$ cat src/rtl/tccw_pkg.sv
// Shared constants, types and the color remap for the text console character writer.
`timescale 1ns / 1ps

package tccw_pkg;

   localparam int COLUMNS = 80;
   localparam int ROWS    = 25;
   localparam int CELLS   = COLUMNS * ROWS;
   localparam int ADDR_W  = $clog2(CELLS);

   localparam int X_W     = 7;
   localparam int Y_W     = 5;
   localparam int CHAR_W  = 8;
   localparam int ATTR_W  = 8;
   localparam int CELL_W  = CHAR_W + ATTR_W;
   localparam int RIDX_W  = 11;
   localparam int FG_W    = 4;
   localparam int BG_W    = 5;
   localparam int VGA_W   = 4;

   localparam int REQ_DATA_W = 24;
   localparam int RSP_DATA_W = 32;
   localparam int CSR_IDX_W  = 1;
   localparam int CSR_DATA_W = 5;

   localparam logic [CHAR_W-1:0] CHAR_NUL       = 8'h00;
   localparam logic [CHAR_W-1:0] CHAR_BACKSPACE = 8'h08;
   localparam logic [CHAR_W-1:0] CHAR_NEWLINE   = 8'h0A;
   localparam logic [CHAR_W-1:0] CHAR_SPACE     = 8'h20;

   localparam logic OP_PUT  = 1'b0;
   localparam logic OP_READ = 1'b1;

   localparam logic [CSR_IDX_W-1:0] CSR_FG = 1'b0;
   localparam logic [CSR_IDX_W-1:0] CSR_BG = 1'b1;

   localparam logic [FG_W-1:0] FG_RESET = 4'd7;
   localparam logic [BG_W-1:0] BG_RESET = 5'd16;
   localparam logic [BG_W-1:0] BG_COLORS = 5'd16;

   typedef struct packed {
      logic [X_W-1:0] x;
      logic [Y_W-1:0] y;
   } cursor_type;

   typedef struct packed {
      cursor_type          nxt;
      logic                wr_en;
      logic [ADDR_W-1:0]   addr;
      logic [CHAR_W-1:0]   chr;
      logic                scroll;
   } step_type;

   // ANSI color order to VGA color order: swap the red and blue bits
   function automatic logic [VGA_W-1:0] ansi_to_vga(input logic [VGA_W-1:0] c);
      logic [VGA_W-1:0] v;
      unique case (c)
         4'd0:  v = 4'd0;
         4'd1:  v = 4'd4;
         4'd2:  v = 4'd2;
         4'd3:  v = 4'd6;
         4'd4:  v = 4'd1;
         4'd5:  v = 4'd5;
         4'd6:  v = 4'd3;
         4'd7:  v = 4'd7;
         4'd8:  v = 4'd8;
         4'd9:  v = 4'd12;
         4'd10: v = 4'd10;
         4'd11: v = 4'd14;
         4'd12: v = 4'd9;
         4'd13: v = 4'd13;
         4'd14: v = 4'd11;
         default: v = 4'd15;
      endcase
      return v;
   endfunction

endpackage

$ cat src/rtl/tccw_cursor_step.sv
// Cursor update and cell placement for one put request.
`timescale 1ns / 1ps

module tccw_cursor_step (
   input  tccw_pkg::cursor_type             cur,
   input  logic [tccw_pkg::CHAR_W-1:0]      chr,
   output tccw_pkg::step_type               step
);

   logic [tccw_pkg::X_W:0]     nx;
   logic [tccw_pkg::Y_W:0]     ny;
   logic [tccw_pkg::X_W-1:0]   px;
   logic [tccw_pkg::ADDR_W-1:0] row_base;

   always_comb begin
      nx = {1'b0, cur.x};
      ny = {1'b0, cur.y};
      px = cur.x;
      step.wr_en = 1'b0;
      step.chr   = chr;
      priority if (chr == tccw_pkg::CHAR_NUL) begin
         nx = {1'b0, cur.x};
      end else if (chr == tccw_pkg::CHAR_NEWLINE) begin
         nx = '0;
         ny = {1'b0, cur.y} + (tccw_pkg::Y_W+1)'(1);
      end else if (chr == tccw_pkg::CHAR_BACKSPACE) begin
         // step back, stop at column zero, blank the cell under the cursor
         if (cur.x != '0) begin
            px = cur.x - tccw_pkg::X_W'(1);
         end
         nx = {1'b0, px};
         step.wr_en = 1'b1;
         step.chr   = tccw_pkg::CHAR_SPACE;
      end else begin
         step.wr_en = 1'b1;
         nx = {1'b0, cur.x} + (tccw_pkg::X_W+1)'(1);
      end

      if (nx >= (tccw_pkg::X_W+1)'(tccw_pkg::COLUMNS)) begin
         nx = '0;
         ny = ny + (tccw_pkg::Y_W+1)'(1);
      end

      step.scroll = (ny >= (tccw_pkg::Y_W+1)'(tccw_pkg::ROWS));
      if (step.scroll) begin
         ny = (tccw_pkg::Y_W+1)'(tccw_pkg::ROWS - 1);
      end

      step.nxt.x = nx[tccw_pkg::X_W-1:0];
      step.nxt.y = ny[tccw_pkg::Y_W-1:0];

      row_base  = tccw_pkg::ADDR_W'(cur.y) * tccw_pkg::ADDR_W'(tccw_pkg::COLUMNS);
      step.addr = row_base + tccw_pkg::ADDR_W'(px);
   end

endmodule

$ cat config.mk
export PLATFORM = sky130hd
export DESIGN_NAME = tccw_cursor_step
export DESIGN_NICKNAME = d
export VERILOG_FILES = /design/src/rtl/tccw_pkg.sv /design/src/rtl/tccw_cursor_step.sv
export SDC_FILE = /design/constraint.sdc
export NUM_CORES = 1
export LEC_CHECK = 0
export BUFFER_PORTS_ARGS = -buffer_cell sky130_fd_sc_hd__buf_2
export CORE_MARGIN = 1
export CORE_UTILIZATION = 58
export DETAILED_ROUTE_END_ITERATION = 8
export PLACE_DENSITY = 0.95
export SETUP_SLACK_MARGIN = 0.02
export SYNTH_ARGS = -nofsm -noshare
export SYNTH_HDL_FRONTEND = slang
export SYNTH_SLANG_ARGS = --single-unit
export TNS_END_PERCENT = 50
$ cat constraint.sdc
create_clock -name vclk -period 6.2
set_clock_uncertainty 0.05 [all_clocks]
set_input_delay 0.31 -clock vclk [all_inputs]
set_output_delay 0.31 -clock vclk [all_outputs]
set_load 0.02 [all_outputs]
Word-level counts from Yosys, hierarchy flattened
Index checks and enable logic that the tools add are counted.
{"block": "totals", "ff_bits": 0, "latchBits": 0, "ram_bits": 0, "mem_bits_ro": 0, "inputBits": 20, "output_inout_bits": 33, "memories": 0}
{"block": "op_classes", "add_sub_neg": 5, "n_mul": 1, "div": 0, "order_cmp": 2, "n_eq_ne": 2, "n_shift": 0, "muxes": 17, "n_bitwise": 0, "reduce_logical": 2}
{"cell": "$mux 8", "count": 6}
{"cell": "$mux 7", "count": 5}
{"cell": "$mux 6", "count": 3}
{"cell": "$eq 8x4->1 const B", "count": 2}
{"cell": "$add 11x7->11", "count": 1}
{"cell": "$add 7x1->8 const B", "count": 1}
{"cell": "$ge 8x7->1 const B", "count": 1}
{"cell": "$logic_not 8->1", "count": 1}
{"cell": "$mul 5x3->7 const B", "count": 1}
{"cell": "$reduce_bool 7->1", "count": 1}
{"cell": "$sub 7x1->7 const B", "count": 1}
{"cell": "$add 5x1->6 const B", "count": 1}
{"cell": "$add 6x1->6 const B", "count": 1}
{"cell": "$ge 6x5->1 const B", "count": 1}
{"cell": "$mux 5", "count": 1}
{"cell": "$mux 1", "count": 2}

Depth between registers and ports, before layout
Gate-level depths: netlist of run 1.
{"block": "depth", "word_depth": 9, "ltp_mapped": 13}

Worst setup path before layout of run 1
No wires, ideal clock.
{"block": "synth_path", "path_kind": "input-to-output", "start": "input port cur[5] (netlist bit)", "end": "output port step[19] (netlist bit)", "arrival_time_ns": 3.061, "t_required_ns": 5.840, "setup_slack_ns": 2.779, "stages": 13, "cell_sequence": "clkbuf_1 -> inv_1 -> ha_1 -> nor3b_1 -> nand2_1 -> nand3_1 -> o21ai_0 -> ha_1 -> fa_1 -> a21o_1 -> nand4_1 -> xnor2_1 -> xnor2_1"}
{"item": "start, declared", "line": "tccw_cursor_step.sv:5", "text": "input tccw_pkg::cursor_type cur,"}
{"item": "end, declared", "line": "tccw_cursor_step.sv:7", "text": "output tccw_pkg::step_type step"}

==> results of run 1 <==
-- per-layer routing --
metal,vias to the layer above,share of wire,GRT usage
met5,-,0,0
met4,0,0.0042,0.0263
met1,879,0.41,0.431
met3,4,0.090,0.00862
met2,107,0.50,0.561
li1,952,-,-
-- logic make-up after synthesis --
logic type,count (synthesis)
compound gates,72
xor+xnor,16
fa+ha+maj,16
mux,4
simple gates,101
buf+inv,20
-- worst min path at each step --
stage                 from       end  slack [ns]
floorplan           cur[4]  step[19]        0.71
global placement    chr[7]   step[8]        0.83
detailed placement  chr[2]   step[3]        0.83
CTS                 chr[2]   step[3]        0.83
global route        chr[0]   step[1]        0.84
finish              chr[2]   step[3]        0.83
-- power groups by stage --
stage,clock network [W],logic (W),registers [W]
after global placement,0,0.000149,0
after floorplan,0,0.000109,0
after CTS,0,0.000153,0
after detailed placement,0,0.000153,0
after global routing,0,0.000168,0
final,0,0.000154,0
-- cells in the mapped netlist (all sizes together) (4+ instances only) --
cell	instances
nand2	21
o21ai	21
nor2	17
nand3	16
ha	14
a21oi	12
clkbuf	12
nor3	10
xnor2	10
and3	8
a21o	7
xor2	6
inv	5
nand2b	5
o211ai	5
o31a	4
or3	4
-- metrics by stage --
stage	area [um^2]	instances	setup WS, ns	utilization	total power (W)
after detailed placement	1750	297	2.07	0.705	0.000153
after floorplan	1510	229	2.78	-	0.000109
after global routing	1750	297	1.73	0.705	0.000168
after global placement	1750	297	2.21	0.705	0.000149
after CTS	1750	297	2.04	0.705	0.000153
final	1750	297	2.01	0.705	0.000154
-- worst max-delay path, delay by kind of cell --
family                     cells  cell delay [ns]
and+or+nand+nor                3             1.47
AOI/OAI and AO/OA              4             0.66
adders and majority gates      1             0.40
muxes                          1             0.37
xor gates and xnor gates       1             0.36
buffers and inverters          2             0.26
-- layout by cell type (no fill, tap or decap), types with 2 or more instances in the layout --
master,synthesis,routed
o21ai_0,18,18
a32oi_1,2,2
nor3b_1,2,2
o211ai_1,5,5
o22ai_1,2,2
ha_1,14,14
inv_1,5,5
nand2b_1,5,5
a221oi_1,2,2
nor2_1,17,17
buf_2,1,53
nor2b_1,3,3
nor3_1,9,9
a21oi_1,11,11
nand2_1,21,21
o21a_1,2,2
nand3_1,16,16
o31ai_1,3,3
and3_1,8,8
or4_4,2,2
and2_1,2,2
nand4_1,2,2
fa_1,2,2
xor2_1,6,6
mux2i_1,3,3
xnor2_1,10,10
a31oi_1,2,2
a211oi_1,2,2
a21o_1,7,7
or3_1,4,4
o21ai_1,3,3
o31a_1,4,4
-- layout make-up --
class	instances	area, um^2
Inverter	5	18.8
Tap cell	30	37.5
Timing Repair Buffer	53	265
Fill cell	233	731
Multi-Input combinational cell	209	1430
==> metrics.txt, run 1 <==
status finished, final reports clean; grt total ovfl 0; Max-slew headroom 0.392; switching share of power 0.622; Post-Syn Nets 265; startpoint class of the critical path primary input; arrival time worst endpoint 3.83 ns; internal power 0.0000584 W; die height 53.0 um; seq_cells 0; register area share after synthesis 0; final wirelength 4270 um; slowest stage delay, CP 0.80 ns; global-route wire length before repair 6840 um; number of post-CTS setup repair buffers 0; core area 2480 um^2; Row Count 18; vias in the first global route 1566; clkbuf count 0; DR vias 1942; GP Congestion 0.996; post-synth top area cell ha_1; Finish-stage setup viols 0; Max Transition Viols Final 0; Worst Setup SP chr[7]; part of the power in the clock network 0; max cap viols 0; Vias per Instance 6.54; Syn. warnings 0; Iter 0 DRT Violations 132; Reg power frac 0; Setup CP Type in2out; unrepaired setup endpoints after global routing false; Worst-Margin Slew 0.905 ns; total die area 2810 um^2; Sequential Area 0 um^2; syn avg cell area 6.59 um^2; Worst Hold Depth 2; Hold Path Class in2out; synthesized instance count 229; CP max stage cell nor4_2; Setup crit end kind output pin; Leakage 0.788 nW; Hold WS 0.826 ns; diode count 0; worst-path cell chain buf_2 > nor4_2 > nand2_1 > xnor2_1 > ha_1 > mux2_2 > or3_1 > a31oi_1 > o311ai_1 > o21ai_0 > a21o_1 > buf_2; share of the synthesized area in the top cell type 0.116; Top Ports 53; Peak VDD IR 0.0000852 V; Final min period 4.19 ns; post-CTS sizing 0; share of layout cells above drive strength 1 0.228; fmax 0.239 GHz; dominant cells by area after synthesis ha_1 12%, o21ai_0 6.0%, xnor2_1 5.8%; final period utilization 0.675; largest family of logic cells by synthesized area simple AND/OR/NAND/NOR gates; Post-Synth Simple-Gate Area 0.365; Final #Nets 305; initial antenna violation count 0; combinational power share 1.000; CP Capture Point step[0]; Initial Util 0.609; area fraction in compound gates after synthesis 0.317; Required @ worst endpoint 5.84 ns; TritonRoute pass-1 iters 5; Final HPWL DP 3440 um; GRT Overall Usage 0.315; Synth cell types 55; setup TNS 0 ns; switching pwr 0.0000959 W; PortBufs 53; xor/xnor share of the synthesized area 0.0929; largest net degree at the start of global routing 17; worst-path fanout max 13; Area Overhead vs Synth 15.8%; cts hold-fix bufs 0; cell area after synthesis 1510 um^2; Post-Synth Adder-Cell Area 0.143; wire per inst 14.4 um; mux cell area share after synthesis 0.0274; crit-path most repeated cell buf_2; Chip Width 53.0 um; Residual DRC 0; Hold Vio Cnt, Final 0; Final ANT Viol Nets 0; Pwr per Cell Area 88.3 nW/um^2
(Power assumes the default switching activity.)
==> run 2, diff against run 1 <==
--- a/config.mk
+++ b/config.mk
@@ -5,11 +5,12 @@
 export SDC_FILE = /design/constraint.sdc
 export NUM_CORES = 1
 export LEC_CHECK = 0
+export ABC_AREA = 1
 export BUFFER_PORTS_ARGS = -buffer_cell sky130_fd_sc_hd__buf_2
 export CORE_MARGIN = 1
-export CORE_UTILIZATION = 58
+export CORE_UTILIZATION = 53
 export DETAILED_ROUTE_END_ITERATION = 8
-export PLACE_DENSITY = 0.95
+export PLACE_DENSITY = 0.91
 export SETUP_SLACK_MARGIN = 0.02
 export SYNTH_ARGS = -nofsm -noshare
 export SYNTH_HDL_FRONTEND = slang
==> constraint.sdc (replaced) <==
create_clock -name vclk -period 4.3
set_clock_uncertainty 0.05 [all_clocks]
set_input_delay 0.215 -clock vclk [all_inputs]
set_output_delay 0.215 -clock vclk [all_outputs]
set_load 0.02 [all_outputs]
==> run 2 against run 1 <==
Utilization fell by 3.7 points. Cell area fell by 4.4%. Via count fell by 19%. Non-clock buffer count did not move. Count of clock-buffer cells in the layout did not move. Largest cell class unchanged. First-iteration DRC count fell by 73%. Combinational power rose by 44%.
==> metrics.txt, run 2 <==
setup TNS 0 ns (unchanged); diode count 0 (unchanged); status finished, final reports clean; seq_cells 0 (unchanged); Final HPWL DP 2650 um (-23%); TritonRoute pass-1 iters 4 (-1); Row Count 18 (unchanged); initial antenna violation count 0 (unchanged); Area Overhead vs Synth 17.3%; Setup crit end kind output pin; Top Ports 53 (unchanged); unrepaired setup endpoints after global routing false; syn avg cell area 6.05 um^2 (-8.1%); Synth cell types 34 (-38%); Hold Vio Cnt, Final 0 (unchanged); synthesized instance count 235 (+2.6%); met1 GRT Util 0.299 (-0.132); worst-path fanout max 8 (-5); clkbuf count 0 (unchanged); cts hold-fix bufs 0 (unchanged); most used routing layer met2; Post-Synth Adder-Cell Area 0.151 (+0.00866); mux cell area share after synthesis 0 (-0.0274); cell area after synthesis 1420 um^2 (-5.7%); final wirelength 3060 um (-28%); most common cell after layout, fill and taps aside buf_2; arrival time worst endpoint 2.46 ns (-1.37 ns); Peak VDD IR 0.000132 V (+55%); Core Util, Final 0.668 (-0.0374); Sequential Area 0 um^2 (unchanged); Final ANT Viol Nets 0 (unchanged); wire per inst 9.91 um (-31%); top post-synthesis cells by count 49 x nand2_1, 37 x inv_1, 21 x nand3_1, 17 x nor2_1; met2 usage 0.370 (-0.191); placed insts 309 (+4.0%); number of post-CTS setup repair buffers 0 (unchanged); post-synth top area cell nand2_1; Worst-Margin Slew 0.391 ns (-0.514 ns); DR vias 1572 (-19%); PortBufs 53 (unchanged); pre-CTS WS 1.60 ns (-0.468 ns); share of layout cells above drive strength 1 0.330 (+0.101); M3 GR Usage 0 (-0.00862); GRT Overall Usage 0.213 (-0.102); register area share after synthesis 0 (unchanged); GP Congestion 0.891 (-11%); global-route wire length before repair 4820 um (-30%); Post-Syn Nets 271 (+2.3%); Initial Util 0.569 (-0.0400); Post-Synth Simple-Gate Area 0.463 (+0.0978); grt total ovfl 0 (unchanged); vias in the first global route 1186 (-24%); xor/xnor share of the synthesized area 0.110 (+0.0171); largest net degree at the start of global routing 15 (-2); die height 53.8 um (+1.5%); Final min period 2.72 ns; Vias per Instance 5.09 (-22%); Required @ worst endpoint 4.03 ns (-1.81 ns); Hold Path Class in2out; Finished Cell Area 1670 um^2 (-4.4%); Max Transition Viols Final 0 (unchanged); startpoint class of the critical path primary input; most common cell in the netlist nand2_1; Max-slew headroom 0.737 (+0.345); Pwr per Cell Area 132 nW/um^2 (+50%); Iter 0 DRT Violations 36 (-73%); final worst slack 1.58 ns (-0.436 ns); Leakage 0.986 nW (+25%); core area 2500 um^2 (+0.91%); Syn. warnings 0 (unchanged); area fraction in compound gates after synthesis 0.123 (-0.194); fmax 0.367 GHz; post-CTS sizing 0 (unchanged); share of the synthesized area in the top cell type 0.129 (+0.0132); Setup CP Type in2out; non-filler cells, final 309 (+4.0%); Final #Nets 317 (+3.9%); Chip Width 53.8 um (+1.5%); total die area 2900 um^2 (+3.1%); final period utilization 0.633; most frequent cells in the layout 53 x buf_2, 49 x nand2_1, 37 x inv_1; max cap viols 0 (unchanged); largest family of logic cells by synthesized area simple AND/OR/NAND/NOR gates; Finish-stage setup viols 0 (unchanged); Area after DPL 1670 um^2 (-4.4%); dominant cells by area after synthesis nand2_1 13%, ha_1 12%, inv_1 9.8%; Residual DRC 0 (unchanged)
## run 2: changes by cell type after synthesis, moves of 6 or more
cell	before	now
nor2_2	0	7
nand3_2	0	6
and3_1	8	0
xnor2_1	10	2
o21ai_0	18	4
clkbuf_1	12	6
inv_1	5	37
xor2_1	6	14
nand2_1	21	49
nand2_2	0	7
a21o_1	7	0
nor3_1	9	2
inv_2	0	6
## run 2: worst max-delay path, stage by stage
cell	delay [ns]
buf_2	0.14
inv_1	0.13
ha_1	0.17
inv_1	0.04
nor2_1	0.16
nand3_4	0.15
nand3_2	0.09
nand2_2	0.07
o21a_1	0.13
ha_1	0.20
fa_1	0.40
nand2_1	0.08
a21oi_1	0.08
nand3_1	0.11
xor2_1	0.13
buf_2	0.17
## run 2: through the flow
| step | hold WS, ns | total power [W] |
|---|---|---|
| global placement | 0.612 | 0.000218 |
| global route | 0.630 | 0.000245 |
| floorplan | 0.521 | 0.000163 |
| detailed placement | 0.618 | 0.000221 |
| CTS | 0.618 | 0.000223 |
| finish | 0.614 | 0.000221 |
## run 2: final cells by class
type | instances | area [um^2]
fillers | 242 | 831
inverters | 43 | 161
multi-input cells | 183 | 1200
well taps | 30 | 37.5
repair buffers | 53 | 265
## run 2: cell families after synthesis
family | Yosys count
XOR/XNOR | 17
buffers and inverters | 52
AO/OA/AOI/OAI | 26
AND/OR/NAND/NOR | 124
adder cells (fa/ha/maj) | 16
## run 2: path summary, 6_finish.rpt
path                  startpoint       end  slack (ns)  cells after the start
worst max-delay path      cur[5]  step[19]        1.58                     16
worst min-delay path      chr[4]   step[5]        0.61                      2
## run 2: layer usage
layer,part of all wire,vias to the layer above
met2,0.48,56
li1,-,835
met3,0.066,0
met4,0,0
met1,0.45,681
met5,0,-
## run 2: where the power goes
group	switching, W	leakage (nW)	internal, W
sequential	0	0	0
combinational	0.000142	0.986	0.0000790
clock	0	0	0
total	0.000142	0.986	0.0000790
==> run 3, diff against run 2 <==
==> constraint.sdc (replaced) <==
create_clock -name vclk -period 2.7
set_clock_uncertainty 0.05 [all_clocks]
set_input_delay 0.135 -clock vclk [all_inputs]
set_output_delay 0.135 -clock vclk [all_outputs]
set_load 0.02 [all_outputs]
==> run 3 against run 2 <==
Utilization increased by 0.65 points. Combinational power increased by 62%. Die area unchanged. Sequential share of layout area unchanged. Critical path type unchanged. Critical endpoint unchanged. Largest cell class unchanged. Highest routed layer unchanged.
==> metrics.txt, run 3 (synthesized netlist as in run 2, its figures left out) <==
status finished, final reports clean; worst-path fanout max 8 (unchanged); Max Transition Viols Final 0 (unchanged); global-route wire length before repair 5040 um (+4.7%); Initial Util 0.569 (unchanged); Final ANT Viol Nets 0 (unchanged); Peak VDD IR 0.000211 V (+59%); Worst Hold Depth 2 (unchanged); largest net degree at the start of global routing 15 (unchanged); Residual DRC 0 (unchanged); Pwr per Cell Area 213 nW/um^2 (+61%); startpoint class of the critical path primary input; die height 53.8 um (unchanged); final wirelength 3140 um (+2.6%); GP Congestion 0.892 (about the same); setup TNS 0 ns (unchanged); Worst Setup SP cur[5]; final period utilization 0.913; CP Capture Point step[19]; PortBufs 53 (unchanged); Sequential Area 0 um^2 (unchanged); grt total ovfl 0 (unchanged); Leakage 0.987 nW (about the same); total die area 2900 um^2 (unchanged); Area Overhead vs Synth 18.5%; initial antenna violation count 0 (unchanged); max cap viols 0 (unchanged); Hold Path Class in2out; fmax 0.406 GHz; core area 2500 um^2 (unchanged); most frequent cells in the layout 52 x buf_2, 49 x nand2_1, 35 x inv_1; Iter 0 DRT Violations 41 (+14%); Setup crit end kind output pin; # fillers 250 (+3.3%); clkbuf count 0 (unchanged); vias in the first global route 1207 (+1.8%); share of layout cells above drive strength 1 0.348 (+0.0179); cts hold-fix bufs 0 (unchanged); wire per inst 10.2 um (+2.6%); Worst-Margin Slew 0.417 ns (+0.0253 ns); Row Count 18 (unchanged); Top Ports 53 (unchanged); Final #Nets 317 (unchanged); Required @ worst endpoint 2.52 ns (-1.51 ns); most common cell after layout, fill and taps aside buf_2; GRT Overall Usage 0.222 (+0.00931); Finish-stage setup viols 0 (unchanged); diode count 0 (unchanged); Final HPWL DP 2650 um (about the same); Vias per Instance 5.11 (+0.38%); TritonRoute pass-1 iters 4 (unchanged); seq_cells 0 (unchanged); Max-slew headroom 0.720 (-0.0170); Setup CP Type in2out; Chip Width 53.8 um (unchanged); Final min period 2.46 ns; Hold Vio Cnt, Final 0 (unchanged); Core Util, Final 0.674 (+0.00651); DR vias 1578 (+0.38%); arrival time worst endpoint 2.28 ns (-0.18 ns); unrepaired setup endpoints after global routing false
run 3: area by class of cell:
cell class | instances | area [um^2] | area share
tap | 30 | 37.5 | 0.0223
multi-input combinational | 183 | 1220 | 0.723
timing repair buffer | 53 | 268 | 0.159
inverter | 43 | 161 | 0.0958
run 3: how the worst min path moves through the flow:
stage / start / endpoint / slack [ns]
after floorplan: chr[3] / step[4] / 0.36
after global placement: chr[0] / step[1] / 0.45
after detailed placement: chr[4] / step[5] / 0.45
after CTS: chr[4] / step[5] / 0.45
after global routing: chr[2] / step[3] / 0.47
final: chr[4] / step[5] / 0.45
run 3: per-layer routing:
| layer | routed length [um] | global-route usage | up-vias |
|---|---|---|---|
| met5 | 0 | 0 | - |
| met4 | 0 | 0.0132 | 0 |
| met3 | 133 | 0 | 0 |
| met2 | 1550 | 0.383 | 40 |
| met1 | 1470 | 0.321 | 705 |
| li1 | - | - | 833 |
run 3: what timing repair did:
item / in CTS / in global routing
setup buffers: 0 / 0
setup endpoints to repair: 0 / 9
endpoints found under the hold margin: 0 / 0
gates resized for setup: 0 / 7
run 3: per-stage QoR:
step | instance area, um^2 | total power, W | instances | hold WS (ns) | setup WS (ns)
6_report | 1690 | 0.000359 | 309 | 0.454 | 0.236
4_1_cts | 1670 | 0.000354 | 309 | 0.455 | 0.148
3_3_place_gp | 1670 | 0.000348 | 309 | 0.452 | 0.204
5_1_grt | 1690 | 0.000398 | 309 | 0.467 | 0.0283
2_1_floorplan | 1420 | 0.000260 | 235 | 0.361 | 0.387
3_5_place_dp | 1670 | 0.000352 | 309 | 0.455 | 0.154
run 3: critical path, cell delays in order:
cell and delay, ns:
buf_2 0.14, inv_2 0.09, ha_1 0.15, inv_1 0.05, nor2_2 0.12, nand3_4 0.13, nand3_2 0.09, nand2_2 0.06
o21a_1 0.13, ha_1 0.21, fa_1 0.40, nand2_1 0.08, a21oi_1 0.09, nand3_1 0.11, xor2_1 0.14, buf_4 0.15
run 3: where the power goes:
| part | internal, W | switching (W) |
|---|---|---|
| clock network | 0 | 0 |
| registers | 0 | 0 |
| logic | 0.000130 | 0.000230 |
